==> config.mk <==
export PLATFORM = sky130hd
export DESIGN_NAME = pwm_period_duty_calc
export DESIGN_NICKNAME = d
export VERILOG_FILES = /design/src/rtl/core/pwm_pdc_pkg.sv /design/src/rtl/core/pwm_pdc_div.sv /design/src/rtl/core/pwm_period_duty_calc.sv
export SDC_FILE = /design/constraint.sdc
export NUM_CORES = 1
export LEC_CHECK = 0
export ABC_AREA = 1
export ABC_CLOCK_PERIOD_IN_PS = 8550
export BUFFER_PORTS_ARGS = -buffer_cell sky130_fd_sc_hd__buf_2
export CORE_ASPECT_RATIO = 0.7
export CORE_UTILIZATION = 45
export CTS_CLUSTER_DIAMETER = 150
export DETAILED_ROUTE_END_ITERATION = 6
export PLACE_DENSITY = 0.6
export SYNTH_ARGS = -nofsm -noshare
export SYNTH_HDL_FRONTEND = slang
export SYNTH_SLANG_ARGS = --single-unit
==> constraint.sdc <==
create_clock -name aclk -period 8.55 [get_ports aclk]
set_clock_uncertainty 0.2 [all_clocks]
set_input_delay 0.855 -clock aclk [delete_from_list [all_inputs] [get_ports aclk]]
set_output_delay 0.855 -clock aclk [all_outputs]
set_load 0.1 [all_outputs]
==> src/rtl/core/pwm_pdc_pkg.sv <==
// shared types and constants for the pwm period and duty calculator
package pwm_pdc_pkg;

    // field widths of the stream words
    localparam int FIELD_W       = 16;
    localparam int HZ_W          = 32;
    localparam int IN_TDATA_W    = 80;
    localparam int OUT_TDATA_W   = 56;

    // default counter width and divider operand width
    localparam int DEF_COUNTER_BITS = 16;
    localparam int DIVISOR_W        = 32;
    localparam int DEF_DVD_W        = DEF_COUNTER_BITS + FIELD_W + 1;

    // arithmetic constants
    localparam logic [FIELD_W-1:0] PRESCALE_MAX = 16'hFFFF;
    localparam int                 PERMILLE     = 1000;

    // command codes carried on s_tuser
    localparam logic CMD_INIT = 1'b0;
    localparam logic CMD_DUTY = 1'b1;

    // sequencer states
    typedef enum logic [2:0] {
        ST_IDLE,
        ST_DIV_Q,
        ST_DIV_P,
        ST_DIV_R,
        ST_MLOAD,
        ST_MUL,
        ST_DIV_C,
        ST_FIN
    } pdc_state_t;

endpackage

==> src/rtl/core/pwm_pdc_div.sv <==
// bit-serial restoring divider, one quotient bit per cycle
module pwm_pdc_div
    import pwm_pdc_pkg::*;
#(
    parameter int DVD_W = DEF_DVD_W,
    parameter int DSR_W = DIVISOR_W
) (
    input  logic             aclk,
    input  logic             aresetn,
    input  logic             start,
    input  logic [DVD_W-1:0] dividend,
    input  logic [DSR_W-1:0] divisor,
    output logic             done,
    output logic [DVD_W-1:0] quotient
);

    localparam int CNT_W = $clog2(DVD_W);

    logic             busy_reg;
    logic             done_reg;
    logic [CNT_W-1:0] cnt_reg;
    logic [DVD_W-1:0] dvd_reg;
    logic [DSR_W-1:0] dsr_reg;
    logic [DSR_W-1:0] rem_reg;

    logic [DSR_W:0]   trial;
    logic             ge;
    logic [DSR_W:0]   diff;
    logic [DSR_W-1:0] rem_next;
    logic [DVD_W-1:0] dvd_next;

    // trial subtract of the next dividend bit
    always_comb begin
        trial    = {rem_reg, dvd_reg[DVD_W-1]};
        ge       = trial >= {1'b0, dsr_reg};
        diff     = trial - {1'b0, dsr_reg};
        rem_next = ge ? diff[DSR_W-1:0] : trial[DSR_W-1:0];
        dvd_next = {dvd_reg[DVD_W-2:0], ge};
    end

    // control: count one step per cycle, flag done after the last step
    always_ff @(posedge aclk) begin
        if (!aresetn) begin
            busy_reg <= 1'b0;
            done_reg <= 1'b0;
            cnt_reg  <= '0;
        end else begin
            done_reg <= 1'b0;
            if (start) begin
                busy_reg <= 1'b1;
                cnt_reg  <= '0;
            end else if (busy_reg) begin
                cnt_reg <= cnt_reg + CNT_W'(1);
                if (cnt_reg == CNT_W'(DVD_W - 1)) begin
                    busy_reg <= 1'b0;
                    done_reg <= 1'b1;
                end
            end
        end
    end

    // datapath: quotient bits shift into the dividend register
    always_ff @(posedge aclk) begin
        if (start) begin
            dvd_reg <= dividend;
            dsr_reg <= divisor;
            rem_reg <= '0;
        end else if (busy_reg) begin
            dvd_reg <= dvd_next;
            rem_reg <= rem_next;
        end
    end

    assign done     = done_reg;
    assign quotient = dvd_reg;

endmodule

==> src/rtl/core/pwm_period_duty_calc.sv <==
// pwm prescaler, reload and compare calculator with a shared serial divider
//
//  channel | dir | word                                   | handshake
//  s_      | in  | tuser: command; tdata: clock,freq,duty | s_tvalid / s_tready
//  m_      | out | tdata: applied,prescale,reload,compare | m_tvalid / m_tready
//
// init word: four serial divisions plus a 16-step shift-add multiply.
// duty word: one multiply and one division; init word with zero frequency: no arithmetic.
// one word in flight; a finished word waits in the output register while
// s_tready comes back, and a new result waits for m_tready before commit.
// reset (aresetn low, synchronous) sets prescale 0, reload all ones, compare 0.
module pwm_period_duty_calc
    import pwm_pdc_pkg::*;
#(
    parameter int COUNTER_BITS = DEF_COUNTER_BITS
) (
    input  logic                   aclk,
    input  logic                   aresetn,
    input  logic                   s_tvalid,
    output logic                   s_tready,
    // [31:0] timer_clock_hz, [63:32] pwm_frequency_hz, [79:64] duty_thousandths
    input  logic [IN_TDATA_W-1:0]  s_tdata,
    // [0] command
    input  logic                   s_tuser,
    output logic                   m_tvalid,
    input  logic                   m_tready,
    // [0] applied, [16:1] prescale_minus_one, [32:17] reload_value,
    // [48:33] compare_value, [55:49] zero
    output logic [OUT_TDATA_W-1:0] m_tdata
);

    localparam int PROD_W = COUNTER_BITS + FIELD_W + 1;
    localparam int DVD_W  = (PROD_W > DIVISOR_W) ? PROD_W : DIVISOR_W;
    localparam int MCNT_W = $clog2(FIELD_W);
    localparam int CB     = COUNTER_BITS;
    localparam logic [HZ_W:0] RELOAD_MAX = (33'd1 << CB) - 33'd1;

    pdc_state_t state_reg, state_next;

    // stored settings
    logic [FIELD_W-1:0] prescale_reg;
    logic [CB-1:0]      reload_reg;
    logic [CB-1:0]      compare_reg;

    // working copies and latched input word
    logic               applied_reg;
    logic [HZ_W-1:0]    clk_hz_reg;
    logic [HZ_W-1:0]    freq_hz_reg;
    logic [FIELD_W-1:0] duty_reg;
    logic [FIELD_W-1:0] presc_w_reg;
    logic [CB-1:0]      reload_w_reg;
    logic [CB-1:0]      cmp_w_reg;
    logic [HZ_W-1:0]    tmp_reg;

    // serial multiplier
    logic [PROD_W-1:0]  acc_reg;
    logic [PROD_W-1:0]  mcand_reg;
    logic [FIELD_W-1:0] mplier_reg;
    logic [MCNT_W-1:0]  mcnt_reg;

    // output register
    logic                   m_tvalid_reg;
    logic [OUT_TDATA_W-1:0] m_tdata_reg;

    // divider hookup
    logic                 start_reg;
    logic                 div_launch;
    logic [DVD_W-1:0]     div_dividend;
    logic [DIVISOR_W-1:0] div_divisor;
    logic                 div_done;
    logic [DVD_W-1:0]     div_quo;

    logic                 accept;
    logic                 fin_fire;
    logic [FIELD_W:0]     presc_full;
    logic [HZ_W-1:0]      q_shift;
    logic [FIELD_W-1:0]   presc_m1;
    logic [HZ_W-1:0]      reload_raw;
    logic [HZ_W-1:0]      reload_m1;
    logic [CB-1:0]        reload_clamp;
    logic [CB-1:0]        cmp_clamp;

    logic [HZ_W-1:0]      in_clk;
    logic [HZ_W-1:0]      in_freq;
    logic [FIELD_W-1:0]   in_duty;

    assign in_clk  = s_tdata[HZ_W-1:0];
    assign in_freq = s_tdata[2*HZ_W-1:HZ_W];
    assign in_duty = s_tdata[2*HZ_W+FIELD_W-1:2*HZ_W];

    // next state
    always_comb begin
        state_next = state_reg;
        unique case (state_reg)
            ST_IDLE: begin
                if (s_tvalid) begin
                    if (s_tuser == CMD_DUTY) begin
                        state_next = ST_MLOAD;
                    end else if (in_freq == '0) begin
                        state_next = ST_FIN;
                    end else begin
                        state_next = ST_DIV_Q;
                    end
                end
            end
            ST_DIV_Q: if (div_done) state_next = ST_DIV_P;
            ST_DIV_P: if (div_done) state_next = ST_DIV_R;
            ST_DIV_R: if (div_done) state_next = ST_MLOAD;
            ST_MLOAD: state_next = ST_MUL;
            ST_MUL: begin
                if (mcnt_reg == MCNT_W'(FIELD_W - 1)) state_next = ST_DIV_C;
            end
            ST_DIV_C: if (div_done) state_next = ST_FIN;
            ST_FIN: if (!m_tvalid_reg || m_tready) state_next = ST_IDLE;
            default: state_next = ST_IDLE;
        endcase
    end

    // state outputs and divider operand select
    always_comb begin
        s_tready     = (state_reg == ST_IDLE);
        fin_fire     = (state_reg == ST_FIN) && (!m_tvalid_reg || m_tready);
        div_launch   = (state_next != state_reg) &&
                       (state_next == ST_DIV_Q || state_next == ST_DIV_P ||
                        state_next == ST_DIV_R || state_next == ST_DIV_C);
        div_dividend = DVD_W'(clk_hz_reg);
        div_divisor  = freq_hz_reg;
        unique case (state_reg)
            ST_DIV_P: div_divisor = DIVISOR_W'(presc_full);
            ST_DIV_R: div_dividend = DVD_W'(tmp_reg);
            ST_DIV_C: begin
                div_dividend = DVD_W'(acc_reg);
                div_divisor  = DIVISOR_W'(PERMILLE);
            end
            default: begin
            end
        endcase
    end

    assign accept = s_tvalid && s_tready;

    // prescaler from the first quotient, saturated to 16 bits
    always_comb begin
        presc_full = {1'b0, presc_w_reg} + (FIELD_W+1)'(1);
        q_shift    = div_quo[HZ_W-1:0] >> CB;
        presc_m1   = (|q_shift[HZ_W-1:FIELD_W]) ? PRESCALE_MAX : q_shift[FIELD_W-1:0];
    end

    // reload: floor at one before taking one off, then clamp; compare: clamp to reload
    always_comb begin
        reload_raw   = div_quo[HZ_W-1:0];
        reload_m1    = (reload_raw == '0) ? '0 : reload_raw - HZ_W'(1);
        reload_clamp = ({1'b0, reload_m1} > RELOAD_MAX) ? RELOAD_MAX[CB-1:0]
                                                        : reload_m1[CB-1:0];
        cmp_clamp    = (div_quo > DVD_W'(reload_w_reg)) ? reload_w_reg
                                                        : div_quo[CB-1:0];
    end

    // control registers
    always_ff @(posedge aclk) begin
        if (!aresetn) begin
            state_reg    <= ST_IDLE;
            start_reg    <= 1'b0;
            m_tvalid_reg <= 1'b0;
            prescale_reg <= '0;
            reload_reg   <= RELOAD_MAX[CB-1:0];
            compare_reg  <= '0;
        end else begin
            state_reg <= state_next;
            start_reg <= div_launch;
            if (fin_fire) begin
                m_tvalid_reg <= 1'b1;
                prescale_reg <= presc_w_reg;
                reload_reg   <= reload_w_reg;
                compare_reg  <= cmp_w_reg;
            end else if (m_tready) begin
                m_tvalid_reg <= 1'b0;
            end
        end
    end

    // working datapath
    always_ff @(posedge aclk) begin
        if (accept) begin
            applied_reg  <= !(s_tuser == CMD_INIT && in_freq == '0);
            clk_hz_reg   <= in_clk;
            freq_hz_reg  <= in_freq;
            duty_reg     <= in_duty;
            presc_w_reg  <= prescale_reg;
            reload_w_reg <= reload_reg;
            cmp_w_reg    <= compare_reg;
        end
        if (div_done) begin
            case (state_reg)
                ST_DIV_Q: presc_w_reg  <= presc_m1;
                ST_DIV_P: tmp_reg      <= div_quo[HZ_W-1:0];
                ST_DIV_R: reload_w_reg <= reload_clamp;
                ST_DIV_C: cmp_w_reg    <= cmp_clamp;
                default: begin
                end
            endcase
        end
        // shift-add multiply of duty by reload plus one
        if (state_reg == ST_MLOAD) begin
            acc_reg    <= '0;
            mcand_reg  <= PROD_W'(reload_w_reg) + PROD_W'(1);
            mplier_reg <= duty_reg;
            mcnt_reg   <= '0;
        end else if (state_reg == ST_MUL) begin
            if (mplier_reg[0]) begin
                acc_reg <= acc_reg + mcand_reg;
            end
            mcand_reg  <= mcand_reg << 1;
            mplier_reg <= mplier_reg >> 1;
            mcnt_reg   <= mcnt_reg + MCNT_W'(1);
        end
        // result word
        if (fin_fire) begin
            m_tdata_reg <= {7'b0, FIELD_W'(cmp_w_reg), FIELD_W'(reload_w_reg),
                            presc_w_reg, applied_reg};
        end
    end

    pwm_pdc_div #(
        .DVD_W (DVD_W),
        .DSR_W (DIVISOR_W)
    ) u_div (
        .aclk     (aclk),
        .aresetn  (aresetn),
        .start    (start_reg),
        .dividend (div_dividend),
        .divisor  (div_divisor),
        .done     (div_done),
        .quotient (div_quo)
    );

    assign m_tvalid = m_tvalid_reg;
    assign m_tdata  = m_tdata_reg;

endmodule

== Yosys cells after proc, flatten, opt, wreduce, memory -nomap -nowiden ==
Index checks and enable logic that the tools add are counted.
Word-level totals
  output and inout bits: 58
  register bits after elaboration: 454
  word-level logic and storage cells: 109
Operators by class
  $add $sub $neg: 7
  order comparisons: 3
  bitwise logic cells: 3
  reductions and logical operators: 20
  eq/ne operators: 14
  muxes and demuxes: 37
Operators by type and width (number)
  $mux 16: 13
  $mux 33: 4
  $pmux 33 s2: 1
  $logic_not 32->1: 2
  $mux 32: 2
  $pmux 32 s2: 1
  $add 16x1->17 const B: 2
  $add 33x33->33: 1
  $ge 33x32->1: 1
  $gt 33x16->1: 1
  $gt 32x16->1 const B: 1
  $sub 32x1->32 const B: 1
  $sub 32x32->32: 1
  $mux 3: 9
  $pmux 3 s8: 1
  $eq 3x3->1 const B: 5
  $eq 3x2->1 const B: 4
  $add 6x1->6 const B: 1
  $eq 3x1->1 const B: 2
  $eq 6x6->1 const B: 1
  $mux 1: 6
  $reduce_bool 2->1: 3
  $add 4x1->4 const B: 1
  $eq 4x4->1 const B: 1
  other kinds (9): 19

== Logic depth before layout (Yosys ltp) ==
Gate-level depths: netlist of the first run.
  word-level depth: 10
  mapped depth: 16

== Modules after synthesis ==
From an unflattened synthesis of the first run, not the netlist that was laid out.
Second synthesis, totals
  cells, all modules: 2956
  area total of the unflattened synthesis: 24096.9 sq um
Modules (own cells, without submodules)
  pwm_period_duty_calc: area an instance 17299.1 sq um, instances 1, sequential area each 9098.7 sq um, cells an instance 1982
  pwm_pdc_div: area an instance 6797.8 sq um, instances 1, sequential area each 2752.6 sq um, cells an instance 974

== Least setup slack after synthesis of the first run ==
Ideal clock, no wire load.
  kind: reg2reg
  start: reg state_reg[0]
  end: reg reload_w_reg[10]
  slack: 3.137 ns
  buffers on the path: 1
  clock period less this slack: 5.413 ns
  cell stages (with the launch flop): 9
  arrival: 5.137 ns
  path through: dfxtp_1 > nor2_1 > inv_1 > nor2_1 > nand2_1 > inv_1 > clkbuf_1 > a21oi_1 > a21oi_2
On the way
  word-level cells in the longest chain between the ends: 5
Ends and longest elaborated chain
  start: declaration: RTL line pwm_period_duty_calc.sv:38  | pdc_state_t state_reg, state_next;
  start signal: assignment: RTL line pwm_period_duty_calc.sv:169  | state_reg <= state_next;
  $logic_not 3->1 (*): RTL line pwm_period_duty_calc.sv:121  | s_tready = (state_reg == ST_IDLE);
  net s_tready: RTL line pwm_period_duty_calc.sv:20  | output logic s_tready,
  $logic_and 1x1->1 (*): RTL line pwm_period_duty_calc.sv:140  | assign accept = s_tvalid && s_tready;
  net accept: RTL line pwm_period_duty_calc.sv:73  | logic accept;
  $mux 16 (*): RTL line pwm_period_duty_calc.sv:184  | if (accept) begin
  $mux 16: RTL line pwm_period_duty_calc.sv:194  | case (state_reg)
  $mux 16 (*): RTL line pwm_period_duty_calc.sv:193  | if (div_done) begin
  end signal: assignment: RTL line pwm_period_duty_calc.sv:190  | reload_w_reg <= reload_reg;
  end signal: assignment: RTL line pwm_period_duty_calc.sv:197  | ST_DIV_R: reload_w_reg <= reload_clamp;
  end: declaration: RTL line pwm_period_duty_calc.sv:51  | logic [CB-1:0] reload_w_reg;
Mark *: on every way through the listed nets, which the timed path passes. The rest lies on a longest branch.
A chain may end at the register's enable or synchronous reset.

== Final worst setup path of the first run ==
  start: reg u_div.rem_reg[25]
  end: reg u_div.dvd_reg[0] (netlist: u_div.quotient[0]) (data pin)
On the way
  word-level cells in the longest chain between the ends: 3
Ends and longest elaborated chain
  start: declaration: RTL line pwm_pdc_div.sv:24  | logic [DSR_W-1:0] rem_reg;
  start signal: assignment: RTL line pwm_pdc_div.sv:70  | rem_reg <= rem_next;
  $ge 33x32->1: RTL line pwm_pdc_div.sv:35  | ge = trial >= {1'b0, dsr_reg};
  $mux 33: RTL line pwm_pdc_div.sv:68  | end else if (busy_reg) begin
  $mux 33: RTL line pwm_pdc_div.sv:64  | if (start) begin
  end signal: assignment: RTL line pwm_pdc_div.sv:65  | dvd_reg <= dividend;
  end signal: assignment: RTL line pwm_pdc_div.sv:69  | dvd_reg <= dvd_next;
  end: declaration: RTL line pwm_pdc_div.sv:22  | logic [DVD_W-1:0] dvd_reg;
Every way passes these cells. The select of a mux whose other input is x is not followed.

==> results of run 1 <==
## placed cells by master (no fill, tap or decap), types with 12 or more instances in the layout
cell type	count
a21oi_1	207
a221oi_1	32
a22oi_1	16
buf_2	135
buf_4	21
clkbuf_16	46
clkinv_2	12
dfxtp_1	177
edfxtp_1	276
ha_1	86
inv_1	327
nand2_1	523
nand3_1	159
nand3b_1	15
nand4_1	27
nor2_1	293
nor3_1	26
o211ai_1	23
o21ai_0	217
o21bai_1	24
xnor2_1	23
xor2_1	43
## layer usage
layer / vias to the layer above / track usage [%]
li1: 9381 / -
met1: 9247 / 44.7
met2: 850 / 34.8
met3: 102 / 8.75
met4: 4 / 7.15
met5: - / 0
## final timing paths
check / slack, ps / startpoint / endpoint
min reg2reg: 240 / presc_w_reg[10]$_DFF_P_ / m_tdata[11]$_DFFE_PP_
max: 4630 / u_div.rem_reg[25]$_SDFFE_PP0P_ / u_div.quotient[0]$_DFFE_PP_
max reg2reg: 4630 / u_div.rem_reg[25]$_SDFFE_PP0P_ / u_div.quotient[0]$_DFFE_PP_
min: 220 / s_tdata[5] / clk_hz_reg[5]$_DFFE_PP_
## synth_stat cells, drive strengths merged (3+ instances only)
cell type | count | share of area (%)
nand2 | 529 | 8.7
inv | 335 | 5.4
nor2 | 305 | 5.1
edfxtp | 276 | 36
o21ai | 229 | 5.0
a21oi | 217 | 4.9
dfxtp | 178 | 15
nand3 | 160 | 3.5
ha | 86 | 4.7
clkbuf | 73 | 1.2
xor2 | 43 | 1.6
a221oi | 32 | 1.2
nor3 | 28 | 0.65
nand4 | 27 | 0.73
buf | 25 | 0.70
o21bai | 24 | 0.78
o211ai | 23 | 0.75
xnor2 | 23 | 0.87
a22oi | 16 | 0.52
nand3b | 15 | 0.49
a21o | 10 | 0.32
a21boi | 8 | 0.26
o21a | 8 | 0.26
nor4 | 6 | 0.16
a31oi | 4 | 0.11
or2 | 4 | 0.11
a32o | 3 | 0.13
o22ai | 3 | 0.081
## layout make-up
cell class / instances / area [um^2] / share of cell area, %
sequential: 454 / 11900 / 45.7
multi-input combinational: 1824 / 9610 / 37.0
inverter: 337 / 1270 / 4.89
clock buffer: 59 / 1250 / 4.82
tap: 674 / 843 / 3.25
timing repair buffer: 156 / 833 / 3.21
clock inverter: 27 / 303 / 1.17
antenna: 1 / 2.50 / 0.00964
## kinds of logic after synthesis
logic type	synth area share, %
AND/OR/NAND/NOR	19.4
AO/OA/AOI/OAI	14.6
flip-flops	51.3
buffers and inverters	7.36
adder cells (fa/ha/maj)	4.83
XOR/XNOR	2.50
other	0.0162
## where the power goes
part | switching [mW] | internal (mW) | total [mW]
clock network | 0.901 | 1.19 | 2.10
logic | 2.35 | 1.01 | 3.36
registers | 0.493 | 3.00 | 3.50
total | 3.74 | 5.21 | 8.95
## through the flow
stage / area [um^2] / worst slack, ps / hold WS [ps]
6_report: 26000 / 4630 / 215
5_1_grt: 26000 / 4260 / 197
4_1_cts: 26000 / 4650 / 191
3_5_place_dp: 24400 / 4680 / 217
3_3_place_gp: 24400 / 4700 / 223
2_1_floorplan: 23100 / 3140 / 200
## worst max-delay path: stages, from the launching register on
cell and delay, ps:
dfxtp_1 330, ha_1 400, a21oi_1 240, nor2_1 60
nor2_1 120, nor3_1 60, nor3_1 220, nand2_1 90
inv_1 890, nand2_2 730, nor2_1 260, a21oi_1 50
==> metrics.md, run 1 <==
| Metric | Value |
|---|---|
| Die width | 273 um |
| Worst-path clk slew | 60 ps |
| Startpoint class of the critical path | flip-flop |
| Worst min-delay path category | primary input to flip-flop |
| Post-DP HPWL | 54200 um |
| Layout cell share with drive strength beyond 1 | 9.56% |
| Synth warn | 0 |
| Power Dens Cells | 345 mW/mm^2 |
| CTS Buf Count | 46 |
| Placed cell count | 3445 |
| Setup Buffers After CTS | 0 |
| RSZ-0062 raised after global routing | false |
| Max-Cap Viols | 0 |
| Async SR Flop Fraction | 0% |
| Worst setup EP type | flip-flop |
| Sequential share of the synthesized area | 51.3% |
| Syn Std Cell Area | 0.0231 mm^2 |
| Netlist cell types | 53 |
| First-pass GRT wire length | 110000 um |
| Leak | 11.2 nW |
| Cts hold-fix bufs | 0 |
| Crit Path Class | flip-flop to flip-flop |
| Post-synth EDFFs | 276 |
| Vias post-DR | 19600 |
| #FFs+latches synth | 454 |
| Worst skew pair latency | 610 ps |
| WP data required | 8700 ps |
| Syn Inst Count | 2707 |
| Peak VDD IR | 0.209 mV |
| Initial Utilization | 45.5% |
| Result of the run | finished clean |
| Fillers | 4869 |
| Drt pass-1 iters | 6 |
| Row cnt | 69 |
| Post-route setup TNS | 0 ps |
| Die area | 0.0523 mm^2 |
| Nets | 2992 |
| Mapped Avg Cell Area | 8.54 um^2 |
| WL/cell | 20.8 um |
| Largest net degree at the start of global routing | 71 |
| Relative slew slack | 17.1% |
| Tot Pwr | 8.95 mW |
| Final Hold Viols | 0 |
| Die H | 192 um |
| Initial antenna violation count | 7 |
| Vias in the first global route | 17700 |
| Layout Utilization | 51.1% |
| Vias per cell | 5.54 |
| Clock Root Buffer | clkbuf_16 |
| CTS sink cnt | 454 |
| Non-filler instance count after layout | 3532 |
| Clock buffer depth | 3 |
| Global placement routability congestion | 0.928 |
| Synthesis-to-layout area growth | 12.3% |
| Core region area | 0.0508 mm^2 |
| Initial DRC Count | 2433 |
| R2R depth | 11 |
| Worst-Margin Slew | 1240 ps |
| Clock tree from TritonCTS | done |
| Post-route DRC violation count | 0 |
| Overall Global Routing Usage | 27.9% |
| Htree depth | 2 |
| GR Overflow Total | 0 |
| CP arrival | 4080 ps |
| Port bufs | 135 |
| Crit-path max FO | 33 |
| Fmax | 255 MHz |
| Hold path depth | 1 |
| Post-CTS Resized | 0 |
| Minimum clock period | 3920 ps |
| Post-Route M1 WL | 36300 um |
| Routed WL | 73400 um |
| Top sig layer | met5 |
| IO Count | 143 |
| Ys flop type | edfxtp_1 |
| Antenna violation net count after detailed routing | 0 |
| Detail Route met3 WL | 8630 um |
| Final slew viol count | 0 |
| Max reg flops | 49 |
| Final Setup Violations | 0 |
| WL met2 | 26900 um |
| Crit share post-route | 45.9% |
No activity file was read; power rests on OpenSTA's default activity.
==> run 2: changes to the inputs <==
Settings changed: ABC_CLOCK_PERIOD_IN_PS 8550 to 3300, PLACE_DENSITY 0.6 to 0.62.
Clock period 8.55 ns to 3.3 ns, I/O delays scaled along.
==> metrics.md, run 2 (same netlist as run 1, synthesis figures left out) <==
| Metric | Value |
|---|---|
| Result of the run | finished clean |
| Worst-path clk slew | 70 ps (about the same) |
| Fmax | 312 MHz (+22%) |
| Worst skew pair latency | 590 ps (-20 ps) |
| Synthesis-to-layout area growth | 17.7% |
| Relative slew slack | 26.8% (+9.7 points) |
| CP arrival | 3460 ps (-620 ps) |
| Max reg flops | 49 (unchanged) |
| Worst-path cell chain | inv_1 -> ha_2 -> nand2_2 -> nor2_4 -> nand4_1 -> nor2_1 -> nand3_1 -> nand2_1 -> inv_1 -> nor2_1 -> nand3_2 -> nand2_4 -> a21oi_1 |
| Clock tree from TritonCTS | done |
| Layout Utilization | 53.6% (+2.5 points) |
| Port bufs | 135 (unchanged) |
| Vias per cell | 5.56 (+0.21%) |
| Hold path depth | 3 (+2) |
| Initial antenna violation count | 4 (-3) |
| Initial Utilization | 45.5% (unchanged) |
| Nets | 3118 (+4.2%) |
| Initial DRC Count | 2332 (-4.2%) |
| Final slew viol count | 0 (unchanged) |
| Clock Root Buffer | clkbuf_16 |
| First-pass GRT wire length | 115000 um (+5.1%) |
| CP top delay family | simple AND/OR/NAND/NOR gates |
| Crit path depth | 13 (+2) |
| CTS Buf Count | 47 (+2.2%) |
| Die H | 192 um (unchanged) |
| Drt pass-1 iters | 5 (-1) |
| CP bufs+invs | 2 (+1) |
| Post-DP HPWL | 57100 um (+5.3%) |
| Final Hold Viols | 0 (unchanged) |
| WP data required | 3560 ps (-5140 ps) |
| Most frequent cells in the layout | 523 x nand2_1, 327 x inv_1, 292 x nor2_1 |
| Htree depth | 2 (unchanged) |
| Final Setup Violations | 0 (unchanged) |
| Worst-Margin Slew | 1100 ps (-146 ps) |
| Die width | 273 um (unchanged) |
| Top Usage Layer GRT | met1 |
| Peak VDD IR | 0.389 mV (+86%) |
| Antenna violation net count after detailed routing | 0 (unchanged) |
| IO Count | 143 (unchanged) |
| R2R depth | 13 (+2) |
| Row cnt | 69 (unchanged) |
| Largest net degree at the start of global routing | 54 (-24%) |
| Global placement routability congestion | 0.977 (+5.3%) |
| Hold Slack | 77.9 ps (-138 ps) |
| Vias post-DR | 20300 (+3.8%) |
| Overall Global Routing Usage | 29.6% (+1.7 points) |
| Core region area | 0.0508 mm^2 (unchanged) |
| Vias in the first global route | 18600 (+4.9%) |
| R2r setup slk | 100 ps (-4530 ps) |
| Clock buffer depth | 3 (unchanged) |
| Layout cell share with drive strength beyond 1 | 10.8% (+1.2 points) |
| Die area | 0.0523 mm^2 (unchanged) |
| Crit Path Class | flip-flop to flip-flop |
| Grt met1 use | 47.8% (+3.2 points) |
| Worst min-delay path category | primary input to flip-flop |
| Tot Pwr | 23.6 mW (+160%) |
| DP Area | 0.0248 mm^2 (+1.6%) |
| WL/cell | 21.1 um (+1.7%) |
| RSZ-0062 raised after global routing | false |
| Post-route DRC violation count | 0 (unchanged) |
| GR Util met2 | 37.1% (+2.3 points) |
| Max-Cap Viols | 0 (unchanged) |
| Final non-filler cell area | 0.0272 mm^2 (+4.8%) |
| Crit share post-route | 97.1% (+51 points) |
| Most common cell after layout, fill and taps aside | nand2_1 |
| Leak | 11.8 nW (+5.2%) |
| Minimum clock period | 3200 ps (-719 ps) |
| N_diodes | 0 (-1) |
| GR Overflow Total | 0 (unchanged) |
| Critical Path Max Stage Delay | 500 ps (-390 ps) |
| Startpoint class of the critical path | flip-flop |
| Worst setup EP type | flip-flop |
| Critical-path top delay cell | edfxtp_1 |
| Routed WL | 77300 um (+5.3%) |
| Power Dens Cells | 868 mW/mm^2 (+150%) |
| Crit-path max FO | 16 (-52%) |
| CTS sink cnt | 454 (unchanged) |
| Met3 Use GR | 8.23% (-0.53 points) |
## run 2: changes by cell type in the layout (fill, tap and decap cells not counted), moves of 2 or more
cell,previous run,this run
clkbuf_16,46,48
buf_4,21,56
inv_6,1,3
buf_12,0,7
clkinv_1,8,5
dlygate4sd3_1,0,83
## run 2: worst reg2reg max path: stages (launching register included)
cell and delay (ps):
edfxtp_1 500, inv_1 270, ha_2 340, nand2_2 160, nor2_4 180, nand4_1 130, nor2_1 290, nand3_1 120
nand2_1 80, inv_1 40, nor2_1 190, nand3_2 170, nand2_4 280, a21oi_1 140
## run 2: final timing paths
| check | from | to |
|---|---|---|
| max | u_div.quotient[0]$_DFFE_PP_ | reload_w_reg[4]$_DFF_P_ |
| min | aresetn | state_reg[1]$_SDFF_PN0_ |
| max reg2reg | u_div.quotient[0]$_DFFE_PP_ | reload_w_reg[4]$_DFF_P_ |
| min reg2reg | presc_w_reg[10]$_DFF_P_ | m_tdata[11]$_DFFE_PP_ |
## run 2: metal layers
metal | part of all wire, % | up-vias
met5 | 0.016 | -
met4 | 2.3 | 2
met3 | 11 | 114
met2 | 37 | 953
met1 | 50 | 9618
li1 | - | 9632
## run 2: power by group
part	internal [mW]	total, mW	switching [mW]
sequential	7.76	8.90	1.13
clock	3.11	5.47	2.36
combinational	2.93	9.26	6.33
total	13.8	23.6	9.83
## run 2: layout make-up
class | instances | area [um^2]
clock buffers | 60 | 1290
clock inverters | 27 | 283
fillers | 4727 | 23500
inverters | 337 | 1270
multi-input cells | 1824 | 9620
flip-flops and latches | 454 | 11900
well taps | 674 | 843
repair buffers | 281 | 2070
## run 2: metrics by stage
step / TNS, ps / setup slack, ps / std cells
after global placement: 0 / 0.519 / 3484
final: 0 / 96.1 / 3657
after global routing: 0 / 49.9 / 3657
after floorplan: 0 / 286 / 2713
after CTS: 0 / 57.8 / 3654
after detailed placement: -4.55 / -4.55 / 3484
## run 2: timing repair
action,4_1_cts,5_1_grt
pin swaps,0,1
setup endpoints to repair,7,16
gates resized for setup,1,0
hold buffers,83,0
endpoints found under the hold margin,83,0
buffers inserted,0,3
